**src/rtl/wfe_pkg.sv**
```systemverilog
// ----------------------------------------------------------------------------
// wfe_pkg: shared types and constants of the wall-follow error unit
// Item types, register codes and fixed-point constants used by every file.
// ----------------------------------------------------------------------------
package wfe_pkg;

    localparam int SAMPLE_BITS = 12;
    localparam int FIELD_BITS  = 12;
    localparam int CFG_BITS    = 24;
    localparam int CW          = (SAMPLE_BITS > FIELD_BITS) ? SAMPLE_BITS : FIELD_BITS;
    localparam int EW          = CW + 8;

    // 20 * limit, the numerator of limit / 0.7 scaled by two.
    localparam int B_W         = FIELD_BITS + 5;
    localparam int Q_W         = B_W - 2;
    // floor(b / 7) == (b * RECIP) >> RECIP_SH, exact for every b below 2**B_W.
    localparam int RECIP_W     = 18;
    localparam int RECIP_SH    = 20;
    localparam logic [RECIP_W-1:0] RECIP = RECIP_W'(149797);
    localparam int PROD_W      = B_W + RECIP_W;

    localparam int Q_AW        = 1;
    localparam int Q_DEPTH     = 1 << Q_AW;

    localparam logic signed [EW-1:0] K2      = EW'(2);
    localparam logic signed [EW-1:0] K7      = EW'(7);
    localparam logic signed [EW-1:0] K10     = EW'(10);
    localparam logic signed [EW-1:0] SAT_MAX = EW'(32767);
    localparam logic signed [EW-1:0] SAT_MIN = -SAT_MAX - EW'(1);

    localparam logic [1:0] SENSOR_RF = 2'd0;
    localparam logic [1:0] SENSOR_LF = 2'd1;
    localparam logic [1:0] SENSOR_RS = 2'd2;
    localparam logic [1:0] SENSOR_LS = 2'd3;

    localparam logic KIND_SAMPLE = 1'b0;

    localparam logic [2:0] CFG_SIDE_REFS     = 3'd0;
    localparam logic [2:0] CFG_SIDE_LIMITS   = 3'd1;
    localparam logic [2:0] CFG_FRONT_REFS    = 3'd2;
    localparam logic [2:0] CFG_FRONT_LIMITS  = 3'd3;
    localparam logic [2:0] CFG_FRONT_CTRL    = 3'd4;
    localparam logic [2:0] CFG_FRONT_NOCTRL  = 3'd5;
    localparam logic [2:0] CFG_EDGE_STEP     = 3'd6;
    localparam logic [2:0] CFG_EDGE_MARGIN   = 3'd7;

    typedef enum logic [1:0] {
        CORR_NONE  = 2'b00,
        CORR_LEFT  = 2'b01,
        CORR_RIGHT = 2'b10
    } corr_t;

    typedef struct packed {
        logic                   kind;
        logic [1:0]             sensor;
        logic [SAMPLE_BITS-1:0] dark_sample;
        logic [SAMPLE_BITS-1:0] lit_sample;
    } sample_t;

    typedef struct packed {
        logic signed [15:0] steer_error;
        logic               wall_ahead;
        logic               wall_right;
        logic               wall_left;
    } result_t;

    typedef struct packed {
        logic [CFG_BITS-1:0]   side_refs;
        logic [CFG_BITS-1:0]   side_limits;
        logic [CFG_BITS-1:0]   front_refs;
        logic [CFG_BITS-1:0]   front_limits;
        logic [CFG_BITS-1:0]   front_ctrl_levels;
        logic [CFG_BITS-1:0]   front_noctrl_levels;
        logic [FIELD_BITS-1:0] edge_step_limit;
        logic [FIELD_BITS-1:0] edge_ref_margin;
    } cfg_t;

    // Readings after one item plus the wall-edge classification of each side.
    typedef struct packed {
        logic [SAMPLE_BITS-1:0] rf;
        logic [SAMPLE_BITS-1:0] lf;
        logic [SAMPLE_BITS-1:0] rs;
        logic [SAMPLE_BITS-1:0] ls;
        logic                   edge_r;
        logic                   edge_l;
    } snap_t;

    function automatic logic signed [EW-1:0] ext_f(logic [FIELD_BITS-1:0] v);
        return $signed({{(EW-FIELD_BITS){1'b0}}, v});
    endfunction

    function automatic logic signed [EW-1:0] ext_s(logic [SAMPLE_BITS-1:0] v);
        return $signed({{(EW-SAMPLE_BITS){1'b0}}, v});
    endfunction

endpackage

```
**src/rtl/wall_follow_error_unit.sv**
```systemverilog
// An accepted item is registered in the input queue, the error stage, the
// divide-by-seven stage and the result queue before it reaches the result ports.
// Throughput: one item per cycle while results are popped; intake state is
// updated per item; both stages are fully pipelined between two-entry queues.
// Reset: asynchronous, active low; readings, registers and queues clear at once.
// ----------------------------------------------------------------------------
// wall_follow_error_unit: wall-following steering error
// Stores sensor readings and computes the steering error and wall flags.
// ----------------------------------------------------------------------------
module wall_follow_error_unit
    import wfe_pkg::*;
(
    input  logic                clk,
    input  logic                rst_n,
    input  logic                push,
    output logic                full,
    input  sample_t             sample,
    output logic                empty,
    input  logic                pop,
    output result_t             result,
    input  logic                cfg_write,
    input  logic [2:0]          cfg_index,
    input  logic [CFG_BITS-1:0] cfg_data
);

    cfg_t  cfg_reg;
    snap_t snap_in;
    snap_t snap_out;
    logic  accept;
    logic  q_empty;
    logic  q_pop;

    assign accept = push && !full;

    always_ff @(posedge clk or negedge rst_n)
    begin
        if (!rst_n)
        begin
            cfg_reg <= '0;
        end
        else if (cfg_write)
        begin
            case (cfg_index)
                CFG_SIDE_REFS:    cfg_reg.side_refs           <= cfg_data;
                CFG_SIDE_LIMITS:  cfg_reg.side_limits         <= cfg_data;
                CFG_FRONT_REFS:   cfg_reg.front_refs          <= cfg_data;
                CFG_FRONT_LIMITS: cfg_reg.front_limits        <= cfg_data;
                CFG_FRONT_CTRL:   cfg_reg.front_ctrl_levels   <= cfg_data;
                CFG_FRONT_NOCTRL: cfg_reg.front_noctrl_levels <= cfg_data;
                CFG_EDGE_STEP:    cfg_reg.edge_step_limit     <= cfg_data[FIELD_BITS-1:0];
                CFG_EDGE_MARGIN:  cfg_reg.edge_ref_margin     <= cfg_data[FIELD_BITS-1:0];
                default:          cfg_reg                     <= cfg_reg;
            endcase
        end
    end

    wfe_front u_front (
        .clk             (clk),
        .rst_n           (rst_n),
        .accept          (accept),
        .sample          (sample),
        .edge_step_limit (cfg_reg.edge_step_limit),
        .snap            (snap_in)
    );

    wfe_snap_queue u_queue (
        .clk   (clk),
        .rst_n (rst_n),
        .push  (accept),
        .wdata (snap_in),
        .full  (full),
        .pop   (q_pop),
        .rdata (snap_out),
        .empty (q_empty)
    );

    wfe_back u_back (
        .clk        (clk),
        .rst_n      (rst_n),
        .cfg        (cfg_reg),
        .snap       (snap_out),
        .snap_valid (!q_empty),
        .snap_take  (q_pop),
        .result     (result),
        .empty      (empty),
        .pop        (pop)
    );

endmodule

```
**src/rtl/wfe_front.sv**
```systemverilog
// ----------------------------------------------------------------------------
// wfe_front: sample intake
// Keeps the latest and prior reading of each sensor and classifies wall edges.
// ----------------------------------------------------------------------------
module wfe_front
    import wfe_pkg::*;
(
    input  logic                  clk,
    input  logic                  rst_n,
    input  logic                  accept,
    input  sample_t               sample,
    input  logic [FIELD_BITS-1:0] edge_step_limit,
    output snap_t                 snap
);

    logic [SAMPLE_BITS-1:0] latest_reg [4];
    logic [SAMPLE_BITS-1:0] prior_reg  [4];
    logic [SAMPLE_BITS-1:0] latest_next [4];
    logic [SAMPLE_BITS-1:0] prior_next  [4];
    logic [SAMPLE_BITS-1:0] value;
    logic                   is_sample;

    function automatic logic step_big(logic [SAMPLE_BITS-1:0] now_v,
                                      logic [SAMPLE_BITS-1:0] old_v,
                                      logic [FIELD_BITS-1:0]  lim);
        logic [CW:0] mag;
        mag = (now_v >= old_v) ? (CW+1)'(now_v - old_v) : (CW+1)'(old_v - now_v);
        return mag > (CW+1)'(lim);
    endfunction

    assign value     = (sample.lit_sample >= sample.dark_sample)
                     ? sample.lit_sample - sample.dark_sample : '0;
    assign is_sample = accept && (sample.kind == KIND_SAMPLE);

    always_comb
    begin
        for (int i = 0; i < 4; i++)
        begin
            latest_next[i] = latest_reg[i];
            prior_next[i]  = prior_reg[i];
            if (is_sample && (sample.sensor == 2'(i)))
            begin
                latest_next[i] = value;
                prior_next[i]  = latest_reg[i];
            end
        end
    end

    always_ff @(posedge clk or negedge rst_n)
    begin
        if (!rst_n)
        begin
            for (int i = 0; i < 4; i++)
            begin
                latest_reg[i] <= '0;
                prior_reg[i]  <= '0;
            end
        end
        else
        begin
            for (int i = 0; i < 4; i++)
            begin
                latest_reg[i] <= latest_next[i];
                prior_reg[i]  <= prior_next[i];
            end
        end
    end

    // The item carries the state as it stands after the item itself.
    always_comb
    begin
        snap.rf     = latest_next[SENSOR_RF];
        snap.lf     = latest_next[SENSOR_LF];
        snap.rs     = latest_next[SENSOR_RS];
        snap.ls     = latest_next[SENSOR_LS];
        snap.edge_r = step_big(latest_next[SENSOR_RS], prior_next[SENSOR_RS],
                               edge_step_limit);
        snap.edge_l = step_big(latest_next[SENSOR_LS], prior_next[SENSOR_LS],
                               edge_step_limit);
    end

endmodule

```
**src/rtl/wfe_snap_queue.sv**
```systemverilog
// ----------------------------------------------------------------------------
// wfe_snap_queue: queue between intake and error computation
// A short first-in first-out buffer of classified items.
// ----------------------------------------------------------------------------
module wfe_snap_queue
    import wfe_pkg::*;
(
    input  logic  clk,
    input  logic  rst_n,
    input  logic  push,
    input  snap_t wdata,
    output logic  full,
    input  logic  pop,
    output snap_t rdata,
    output logic  empty
);

    snap_t           mem_reg [Q_DEPTH];
    logic [Q_AW-1:0] wptr_reg;
    logic [Q_AW-1:0] rptr_reg;
    logic [Q_AW:0]   count_reg;
    logic            do_push;
    logic            do_pop;

    assign full    = (count_reg == (Q_AW+1)'(Q_DEPTH));
    assign empty   = (count_reg == '0);
    assign do_push = push && !full;
    assign do_pop  = pop && !empty;
    assign rdata   = mem_reg[rptr_reg];

    always_ff @(posedge clk)
    begin
        if (do_push)
        begin
            mem_reg[wptr_reg] <= wdata;
        end
    end

    always_ff @(posedge clk or negedge rst_n)
    begin
        if (!rst_n)
        begin
            wptr_reg  <= '0;
            rptr_reg  <= '0;
            count_reg <= '0;
        end
        else
        begin
            if (do_push)
            begin
                wptr_reg <= wptr_reg + 1'b1;
            end
            if (do_pop)
            begin
                rptr_reg <= rptr_reg + 1'b1;
            end
            count_reg <= count_reg + (Q_AW+1)'(do_push) - (Q_AW+1)'(do_pop);
        end
    end

endmodule

```
**src/rtl/wfe_back.sv**
```systemverilog
// ----------------------------------------------------------------------------
// wfe_back: steering error computation
// Two pipeline stages compute the error and flags; a result queue holds them.
// ----------------------------------------------------------------------------
module wfe_back
    import wfe_pkg::*;
(
    input  logic    clk,
    input  logic    rst_n,
    input  cfg_t    cfg,
    input  snap_t   snap,
    input  logic    snap_valid,
    output logic    snap_take,
    output result_t result,
    output logic    empty,
    input  logic    pop
);

    // Stage A: priority error, correction choice and flags.
    logic                    a_valid_reg;
    corr_t                   a_mode_reg;
    logic signed [EW-1:0]    a_val_reg;
    logic [B_W-1:0]          a_b_reg;
    logic [2:0]              a_flags_reg;
    logic                    a_ready;

    // Stage B: quotient of b by seven.
    logic                    b_valid_reg;
    corr_t                   b_mode_reg;
    logic signed [EW-1:0]    b_val_reg;
    logic [B_W-1:0]          b_b_reg;
    logic [Q_W-1:0]          b_q_reg;
    logic [2:0]              b_flags_reg;
    logic                    b_ready;

    logic signed [EW-1:0] rf, lf, rs, ls;
    logic signed [EW-1:0] rs_ref, ls_ref, rf_ref, lf_ref;
    logic signed [EW-1:0] rs_lim, ls_lim, rf_lim, lf_lim;
    logic signed [EW-1:0] th_r, th_l, err0;
    logic                 wall_r, wall_l, corr_l, corr_r;
    corr_t                mode_next;
    logic signed [EW-1:0] val_next;
    logic [FIELD_BITS-1:0] lim_sel;
    logic [B_W-1:0]       b_next;
    logic [2:0]           flags_next;
    logic [PROD_W-1:0]    prod;

    logic [B_W-1:0]       q7;
    logic                 rem_nz;
    logic signed [EW-1:0] b_s, q_s, a7, res, sat;
    result_t              res_item;

    result_t         oq_reg [Q_DEPTH];
    logic [Q_AW-1:0] oq_wptr_reg;
    logic [Q_AW-1:0] oq_rptr_reg;
    logic [Q_AW:0]   oq_count_reg;
    logic            oq_full, oq_push, oq_pop;

    assign oq_full   = (oq_count_reg == (Q_AW+1)'(Q_DEPTH));
    assign empty     = (oq_count_reg == '0);
    assign oq_push   = b_valid_reg && !oq_full;
    assign oq_pop    = pop && !empty;
    assign b_ready   = !b_valid_reg || !oq_full;
    assign a_ready   = !a_valid_reg || b_ready;
    assign snap_take = snap_valid && a_ready;

    always_comb
    begin
        rf     = ext_s(snap.rf);
        lf     = ext_s(snap.lf);
        rs     = ext_s(snap.rs);
        ls     = ext_s(snap.ls);
        rs_ref = ext_f(cfg.side_refs[11:0]);
        ls_ref = ext_f(cfg.side_refs[23:12]);
        rs_lim = ext_f(cfg.side_limits[11:0]);
        ls_lim = ext_f(cfg.side_limits[23:12]);
        rf_ref = ext_f(cfg.front_refs[11:0]);
        lf_ref = ext_f(cfg.front_refs[23:12]);
        rf_lim = ext_f(cfg.front_limits[11:0]);
        lf_lim = ext_f(cfg.front_limits[23:12]);

        th_r   = snap.edge_r ? rs_ref + ext_f(cfg.edge_ref_margin) : rs_lim;
        th_l   = snap.edge_l ? ls_ref + ext_f(cfg.edge_ref_margin) : ls_lim;
        wall_r = rs > th_r;
        wall_l = ls > th_l;

        if (rf > ext_f(cfg.front_noctrl_levels[11:0])
            && lf > ext_f(cfg.front_noctrl_levels[23:12]))
        begin
            err0 = '0;
        end
        else if (rf > ext_f(cfg.front_ctrl_levels[11:0])
                 && lf > ext_f(cfg.front_ctrl_levels[23:12]))
        begin
            err0 = (lf - lf_ref) - (rf - rf_ref);
        end
        else if (wall_r && wall_l)
        begin
            err0 = (rs - rs_ref) + (ls_ref - ls);
        end
        else if (wall_r)
        begin
            err0 = K2 * (rs - rs_ref);
        end
        else if (wall_l)
        begin
            err0 = K2 * (ls_ref - ls);
        end
        else
        begin
            err0 = '0;
        end

        corr_l = (K7 * lf > K10 * lf_lim) && (K7 * rf < K10 * rf_lim);
        corr_r = (K7 * rf > K10 * rf_lim) && (K7 * lf < K10 * lf_lim);

        // The corrected sum (7*err +- 14*reading -+ 20*limit) / 7 is split
        // into a whole part in val_next and b = 20*limit, divided later.
        if (corr_l)
        begin
            mode_next = CORR_LEFT;
            val_next  = err0 - K2 * lf;
            lim_sel   = cfg.front_limits[23:12];
        end
        else if (corr_r)
        begin
            mode_next = CORR_RIGHT;
            val_next  = err0 + K2 * rf;
            lim_sel   = cfg.front_limits[11:0];
        end
        else
        begin
            mode_next = CORR_NONE;
            val_next  = err0;
            lim_sel   = '0;
        end
        b_next = B_W'({lim_sel, 4'b0000}) + B_W'({lim_sel, 2'b00});

        flags_next[2] = (rf > rf_lim) || (lf > lf_lim);
        flags_next[1] = rs > rs_lim;
        flags_next[0] = ls > ls_lim;
    end

    assign prod = PROD_W'(a_b_reg) * PROD_W'(RECIP);

    always_ff @(posedge clk)
    begin
        if (snap_take)
        begin
            a_mode_reg  <= mode_next;
            a_val_reg   <= val_next;
            a_b_reg     <= b_next;
            a_flags_reg <= flags_next;
        end
        if (a_valid_reg && b_ready)
        begin
            b_mode_reg  <= a_mode_reg;
            b_val_reg   <= a_val_reg;
            b_b_reg     <= a_b_reg;
            b_q_reg     <= prod[RECIP_SH +: Q_W];
            b_flags_reg <= a_flags_reg;
        end
        if (oq_push)
        begin
            oq_reg[oq_wptr_reg] <= res_item;
        end
    end

    always_ff @(posedge clk or negedge rst_n)
    begin
        if (!rst_n)
        begin
            a_valid_reg  <= 1'b0;
            b_valid_reg  <= 1'b0;
            oq_wptr_reg  <= '0;
            oq_rptr_reg  <= '0;
            oq_count_reg <= '0;
        end
        else
        begin
            if (a_ready)
            begin
                a_valid_reg <= snap_valid;
            end
            if (b_ready)
            begin
                b_valid_reg <= a_valid_reg;
            end
            if (oq_push)
            begin
                oq_wptr_reg <= oq_wptr_reg + 1'b1;
            end
            if (oq_pop)
            begin
                oq_rptr_reg <= oq_rptr_reg + 1'b1;
            end
            oq_count_reg <= oq_count_reg + (Q_AW+1)'(oq_push) - (Q_AW+1)'(oq_pop);
        end
    end

    // Truncation toward zero of val + b/7 (left) or val - b/7 (right): the
    // rounded quotient is corrected by one when the division leaves a remainder
    // and the whole numerator is negative (left) or positive (right).
    always_comb
    begin
        q7     = B_W'({b_q_reg, 3'b000}) - B_W'(b_q_reg);
        rem_nz = (b_b_reg != q7);
        b_s    = $signed({{(EW-B_W){1'b0}}, b_b_reg});
        q_s    = $signed({{(EW-Q_W){1'b0}}, b_q_reg});
        a7     = K7 * b_val_reg;

        case (b_mode_reg)
            CORR_LEFT:
            begin
                res = b_val_reg + q_s;
                if (rem_nz && (a7 + b_s < 0))
                begin
                    res = res + EW'(1);
                end
            end
            CORR_RIGHT:
            begin
                res = b_val_reg - q_s;
                if (rem_nz && (a7 > b_s))
                begin
                    res = res - EW'(1);
                end
            end
            default:
            begin
                res = b_val_reg;
            end
        endcase

        if (res > SAT_MAX)
        begin
            sat = SAT_MAX;
        end
        else if (res < SAT_MIN)
        begin
            sat = SAT_MIN;
        end
        else
        begin
            sat = res;
        end

        res_item.steer_error = sat[15:0];
        res_item.wall_ahead  = b_flags_reg[2];
        res_item.wall_right  = b_flags_reg[1];
        res_item.wall_left   = b_flags_reg[0];
    end

    assign result = oq_reg[oq_rptr_reg];

endmodule

```
**config.mk**
```make
export PLATFORM = sky130hd
export DESIGN_NAME = wall_follow_error_unit
export DESIGN_NICKNAME = d
export VERILOG_FILES = /design/src/rtl/wfe_pkg.sv /design/src/rtl/wall_follow_error_unit.sv /design/src/rtl/wfe_front.sv /design/src/rtl/wfe_snap_queue.sv /design/src/rtl/wfe_back.sv
export SDC_FILE = /design/constraint.sdc
export NUM_CORES = 2
export LEC_CHECK = 0
export BUFFER_PORTS_ARGS = -buffer_cell sky130_fd_sc_hd__buf_4
export CAP_MARGIN = 20
export CORE_MARGIN = 2
export CORE_UTILIZATION = 40
export CTS_CLUSTER_DIAMETER = 30
export DETAILED_ROUTE_END_ITERATION = 8
export PLACE_DENSITY_LB_ADDON = 0.25
export RECOVER_POWER = 50
export SLEW_MARGIN = 10
export SYNTH_ARGS = -nofsm -noshare
export SYNTH_HDL_FRONTEND = slang
export SYNTH_SLANG_ARGS = --single-unit
export TNS_END_PERCENT = 1
```
**constraint.sdc**
```tcl
create_clock -name clk -period 25.9 [get_ports clk]
set_clock_uncertainty 0.1 [all_clocks]
set_input_delay 5.18 -clock clk [delete_from_list [all_inputs] [get_ports clk]]
set_output_delay 5.18 -clock clk [all_outputs]
set_load 0.005 [all_outputs]
```
Word-level counts from Yosys, hierarchy flattened
Memory sizes are Yosys's and may differ from the RTL's. Cells that the tools add are included.

Add/subtract/negate cells: 30. Multiply operators: 6. Div/mod/pow operators: 0. Order comparisons: 23. Equality and inequality tests: 15. Shifts and indexed selects: 0. Multiplexer cells: 30. Bitwise operators: 1. Reduce and logical (&&, ||, !) cells: 40.

Operator list (count): $mux 20 (11); $mux 12 (9); $sub 12x12->13 (8); $gt 12x12->1 (8); $mul 3x12->15 const A (4); $gt 13x20->1 (2); $gt 20x20->1 (2); $lt 20x20->1 (2); $pmux 20 s2 (1); $ge 12x12->1 (3); $mul 17x18->35 const B (1); $lt 32x1->1 const B (1); $mux 16 (2); $add 12x12->13 (2); $gt 13x12->1 (2); $mux 13 (2); $add 20x18->21 (1); $add 20x14->20 (1); $add 20x16->20 (1); $add 20x2->20 const B (1); $add 20x20->20 (1); $gt 20x16->1 const B (1); $gt 20x18->1 (1); $lt 20x16->1 const B (1); other kinds (26) (77).

Flip-flop bits (word level): 349. Bits in latches: 0. RAM bits: 138. Memory bits (read-only): 0. Input bits: 59. Logic and storage cells: 178. Memories: 2.

Memories: u_queue.mem_reg (words 2, bits a word 50, read ports 1, clocked after memory_dff 0, wr ports 1, RTL line wfe_snap_queue.sv:18) `snap_t mem_reg [Q_DEPTH];`; u_back.oq_reg (words 2, bits a word 19, read ports 1, clocked after memory_dff 0, wr ports 1, RTL line wfe_back.sv:53) `result_t oq_reg [Q_DEPTH];`.

Logic depth before layout (Yosys ltp)
Word-level depth: 11. Gate-level depth with buffers: 45.

Modules after synthesis
From an unflattened synthesis, not the netlist that was laid out.

Cells, all modules: 4348. Area total of the unflattened synthesis: 43486.7 um2.

Modules (own cells, without submodules): wfe_back (times used 1, cells each 3108, area an instance 26835.7 um2, seq. area each 4144.0 um2); wall_follow_error_unit (times used 1, cells each 367, area an instance 6371.1 um2, seq. area each 4204.0 um2); wfe_front (times used 1, cells each 699, area an instance 6218.5 um2, seq. area each 1801.7 um2); wfe_snap_queue (times used 1, cells each 174, area an instance 4061.4 um2, seq. area each 3103.0 um2).

Worst setup path after synthesis
Ideal clock, no wire load.

Path kind: input-to-reg. From: input port sample[0] (netlist name). To: memory u_queue.mem_reg[0][1] (netlist name), data pin. Library setup time: 0.277 ns. Arrival: 12.594 ns. Path slack: 12.929 ns. Stages on the path: 44. Path buffers: 5. Cell sequence: inv_1 ha_1 inv_1 fa_1 a21o_1 a21oi_1 o21ai_0 a21oi_1 o21bai_1 a21oi_1 o21bai_1 a21oi_1 nor2b_1 o31ai_1 nor2b_1 clkbuf_1 clkbuf_1 o31ai_1 [8 not listed] nor2_1 clkbuf_1 clkbuf_1 mux2_2 ha_1 nor2b_1 o21a_1 o21a_1 o21a_1 o21a_1 o21ai_0 nand2b_1 a21oi_1 nor2b_1 o21ai_0 nand2b_1 a21oi_1 o21ai_0.

RTL lines: start: declaration (RTL line wall_follow_error_unit.sv:17) `input sample_t sample,`; end: declaration (RTL line wfe_snap_queue.sv:18).

==> results.json <==
{
  "outcome": "complete, but fails checks",
  "failing_checks": "max-capacitance violations, max-slew violations",
  "critical_path_arrival_ns": 13.15,
  "flow.area_growth_from_synthesis_pct": 15.6,
  "post-route-min-period_ns": 12.83,
  "synth.ff_latch_count": 483,
  "fin_cells": 5971,
  "worst_r2r_startpoint": "u_queue.rptr_reg",
  "vias": 31700,
  "number_of_enable_flip_flop_cells_after_synthesis": 233,
  "drt_iter0_markers": 1755,
  "hold_buffers": 0,
  "design.core.area_um2": 105000,
  "insertion_delay_ns": 0.71,
  "antenna_violations_before_repair": 1,
  "route.detailed.wl_per_inst_um": 19.2,
  "port_buffers": 79,
  "worst_setup_hold_path_clk_slew_ns": 0.05,
  "cp.buffers_inverters": 5,
  "cts_repair_resize_count": 0,
  "cts_root_buffer": "sky130_fd_sc_hd__clkbuf_16",
  "largest_register_ffs": 168,
  "final_layout_size_suffix_gt1_share_pct": 11.9,
  "post_cts.repair.setup_buffers": 0,
  "critical_path.most_common_cell": "sky130_fd_sc_hd__a21oi_1",
  "fin_nets": 5292,
  "maxCapViolCount": 9,
  "slew_violations": 467,
  "cts_tree": "done",
  "hpwlAfterDp_um": 88200,
  "floorplan.die.height_um": 329,
  "numCtsBuffers": 120,
  "detail-route-antenna-nets": 0,
  "rsz_0062_raised_after_global_routing": "no",
  "cts-htree-levels": 3,
  "crit_path_start_kind": "primary input",
  "critical-path-slowest-cell": "sky130_fd_sc_hd__fa_1",
  "synth-warning-count": 0,
  "clock.fmax_mhz": 77.9,
  "synth_cell_types": 101,
  "hold_viol": 0,
  "clkSinkCount": 483,
  "end_kind": "flop",
  "hold_path_startpoint": "u_back.a_val_reg[9]",
  "finalCritPeriodShare_pct": 49.5,
  "synthFlopType": "sky130_fd_sc_hd__dfrtp_1",
  "yosys.area.top_type": "sky130_fd_sc_hd__ha_1",
  "setup_violations": 0,
  "synth.top_cells.by_area": "sky130_fd_sc_hd__ha_1, sky130_fd_sc_hd__edfxtp_1, sky130_fd_sc_hd__dfrtp_1, sky130_fd_sc_hd__inv_1, sky130_fd_sc_hd__fa_1",
  "design.die.area_um2": 108000,
  "place_inst": 5739,
  "post_synth_inst_count": 4336,
  "row_count": 119,
  "max-slew-margin-rel_pct": -308,
  "worst-path-max-fanout": 30,
  "global_route.usage.total_pct": 21.4,
  "drcViolationCount": 0,
  "grt_start_max_net_pins": 147,
  "critical-path-top-delay-family": "compound AO/OA/AOI/OAI gates",
  "grt_pass1_wl_um": 180000,
  "tightestPinTransition_ns": 6.12,
  "yosys.area.top_type_share_pct": 19.6,
  "dp_worst_setup_slack_ns": 12.51,
  "cts_buffer_depth": 3,
  "totalNegativeSetupSlack_ns": 0,
  "synth-async-reset-ratio_pct": 51.8,
  "syn_nets": 5156,
  "design.portCount": 80,
  "initial_core_util_pct": 40.2,
  "worst_slack_ns": 13.07,
  "place_congestion": 0.879,
  "firstDrtPassIters": 8,
  "post_synth.cell_area_avg_um2": 9.72,
  "final_core_utilization_pct": 46.4,
  "viasPerCell": 5.31,
  "worst_setup_path_type": "in2reg",
  "netlist_area_um2": 42200,
  "share_of_synthesized_area_occupied_by_flip_flops_and_latches_pct": 31.4,
  "floorplan.die.width_um": 329,
  "worst_hold_path_class": "reg2reg",
  "grt_pass1_vias": 31500,
  "worst_setup_path_startpoint": "sample[0]",
  "overflow": 0,
  "detail_route.wirelength_um": 114000,
  "critical_path.max_stage_delay_ns": 0.39,
  "critPathRequiredTime_ns": 26.22
}
[logic make-up (layout without fill, tap and decap cells)]
| family | Yosys count | after routing | synth area share (%) |
|---|---|---|---|
| fa+ha+maj | 761 | 761 | 24.4 |
| compound gates | 1019 | 1019 | 15.6 |
| mux | 253 | 253 | 6.51 |
| buf+inv | 671 | 914 | 6.06 |
| other cells | 0 | 1 | 0 |
| simple gates | 884 | 884 | 10.5 |
| flops | 483 | 483 | 31.4 |
| xor+xnor | 265 | 265 | 5.51 |
[per-layer routing]
metal	track usage [%]	up-vias	share of wire [%]
met1	27.8	15300	45
met2	37.4	591	49
met5	0	-	0
li1	-	15700	-
met4	5.63	0	2.5
met3	2.69	169	3.6
[path summary, 6_finish.rpt]
path / endpoint / slack, ns / cells after the start
setup / recovery: u_queue.mem_reg[0][0] / 13.07 / 44
hold / removal: u_back.b_val_reg[9] / 0.30 / 0
setup reg to reg: u_back.a_b_reg[14] / 13.54 / 42
hold reg to reg: u_back.b_val_reg[9] / 0.30 / 0
max in group asynchronous: cfg_reg[134] / 15.56 / 1
min in group asynchronous: u_front.latest_reg[20] / 6.66 / 1
[Yosys cell counts, types with 74 or more instances]
| cell | instances |
|---|---|
| sky130_fd_sc_hd__a21o_1 | 134 |
| sky130_fd_sc_hd__a21oi_1 | 245 |
| sky130_fd_sc_hd__clkbuf_1 | 83 |
| sky130_fd_sc_hd__dfrtp_1 | 250 |
| sky130_fd_sc_hd__edfxtp_1 | 233 |
| sky130_fd_sc_hd__fa_1 | 101 |
| sky130_fd_sc_hd__ha_1 | 660 |
| sky130_fd_sc_hd__inv_1 | 567 |
| sky130_fd_sc_hd__mux2_2 | 169 |
| sky130_fd_sc_hd__mux2i_1 | 84 |
| sky130_fd_sc_hd__nand2_1 | 245 |
| sky130_fd_sc_hd__nor2_1 | 206 |
| sky130_fd_sc_hd__nor2b_1 | 74 |
| sky130_fd_sc_hd__o21ai_0 | 284 |
| sky130_fd_sc_hd__xnor2_1 | 195 |
[final cells by class]
| type | instances | area (um^2) |
|---|---|---|
| fillers | 9957 | 56200 |
| multi-input cells | 3182 | 26400 |
| inverters | 569 | 2140 |
| clock buffers | 146 | 3260 |
| diodes | 1 | 2.50 |
| clock inverters | 83 | 1080 |
| repair buffers | 116 | 831 |
| well taps | 1391 | 1740 |
| flip-flops and latches | 483 | 13300 |
[placed cells by master, fill, tap and decap left out, types with 134 or more instances in the layout]
master and instances:
sky130_fd_sc_hd__a21o_1 134, sky130_fd_sc_hd__o21ai_0 284, sky130_fd_sc_hd__a21oi_1 244, sky130_fd_sc_hd__xnor2_1 195, sky130_fd_sc_hd__nand2_1 245, sky130_fd_sc_hd__nor2_1 205, sky130_fd_sc_hd__dfrtp_1 250, sky130_fd_sc_hd__ha_1 660
sky130_fd_sc_hd__mux2_2 169, sky130_fd_sc_hd__edfxtp_1 233, sky130_fd_sc_hd__inv_1 567
[per-stage QoR]
step / cell area [um^2] / hold slack (ns)
2_1_floorplan: 42200 / 0.300
5_1_grt: 48700 / 0.318
3_5_place_dp: 44500 / 0.305
3_3_place_gp: 44500 / 0.301
6_report: 48700 / 0.303
4_1_cts: 48800 / 0.312
Power is left out: the tool's default activity adds up to more than one toggle a clock period on the data nets, which glitch-free logic cannot reach.
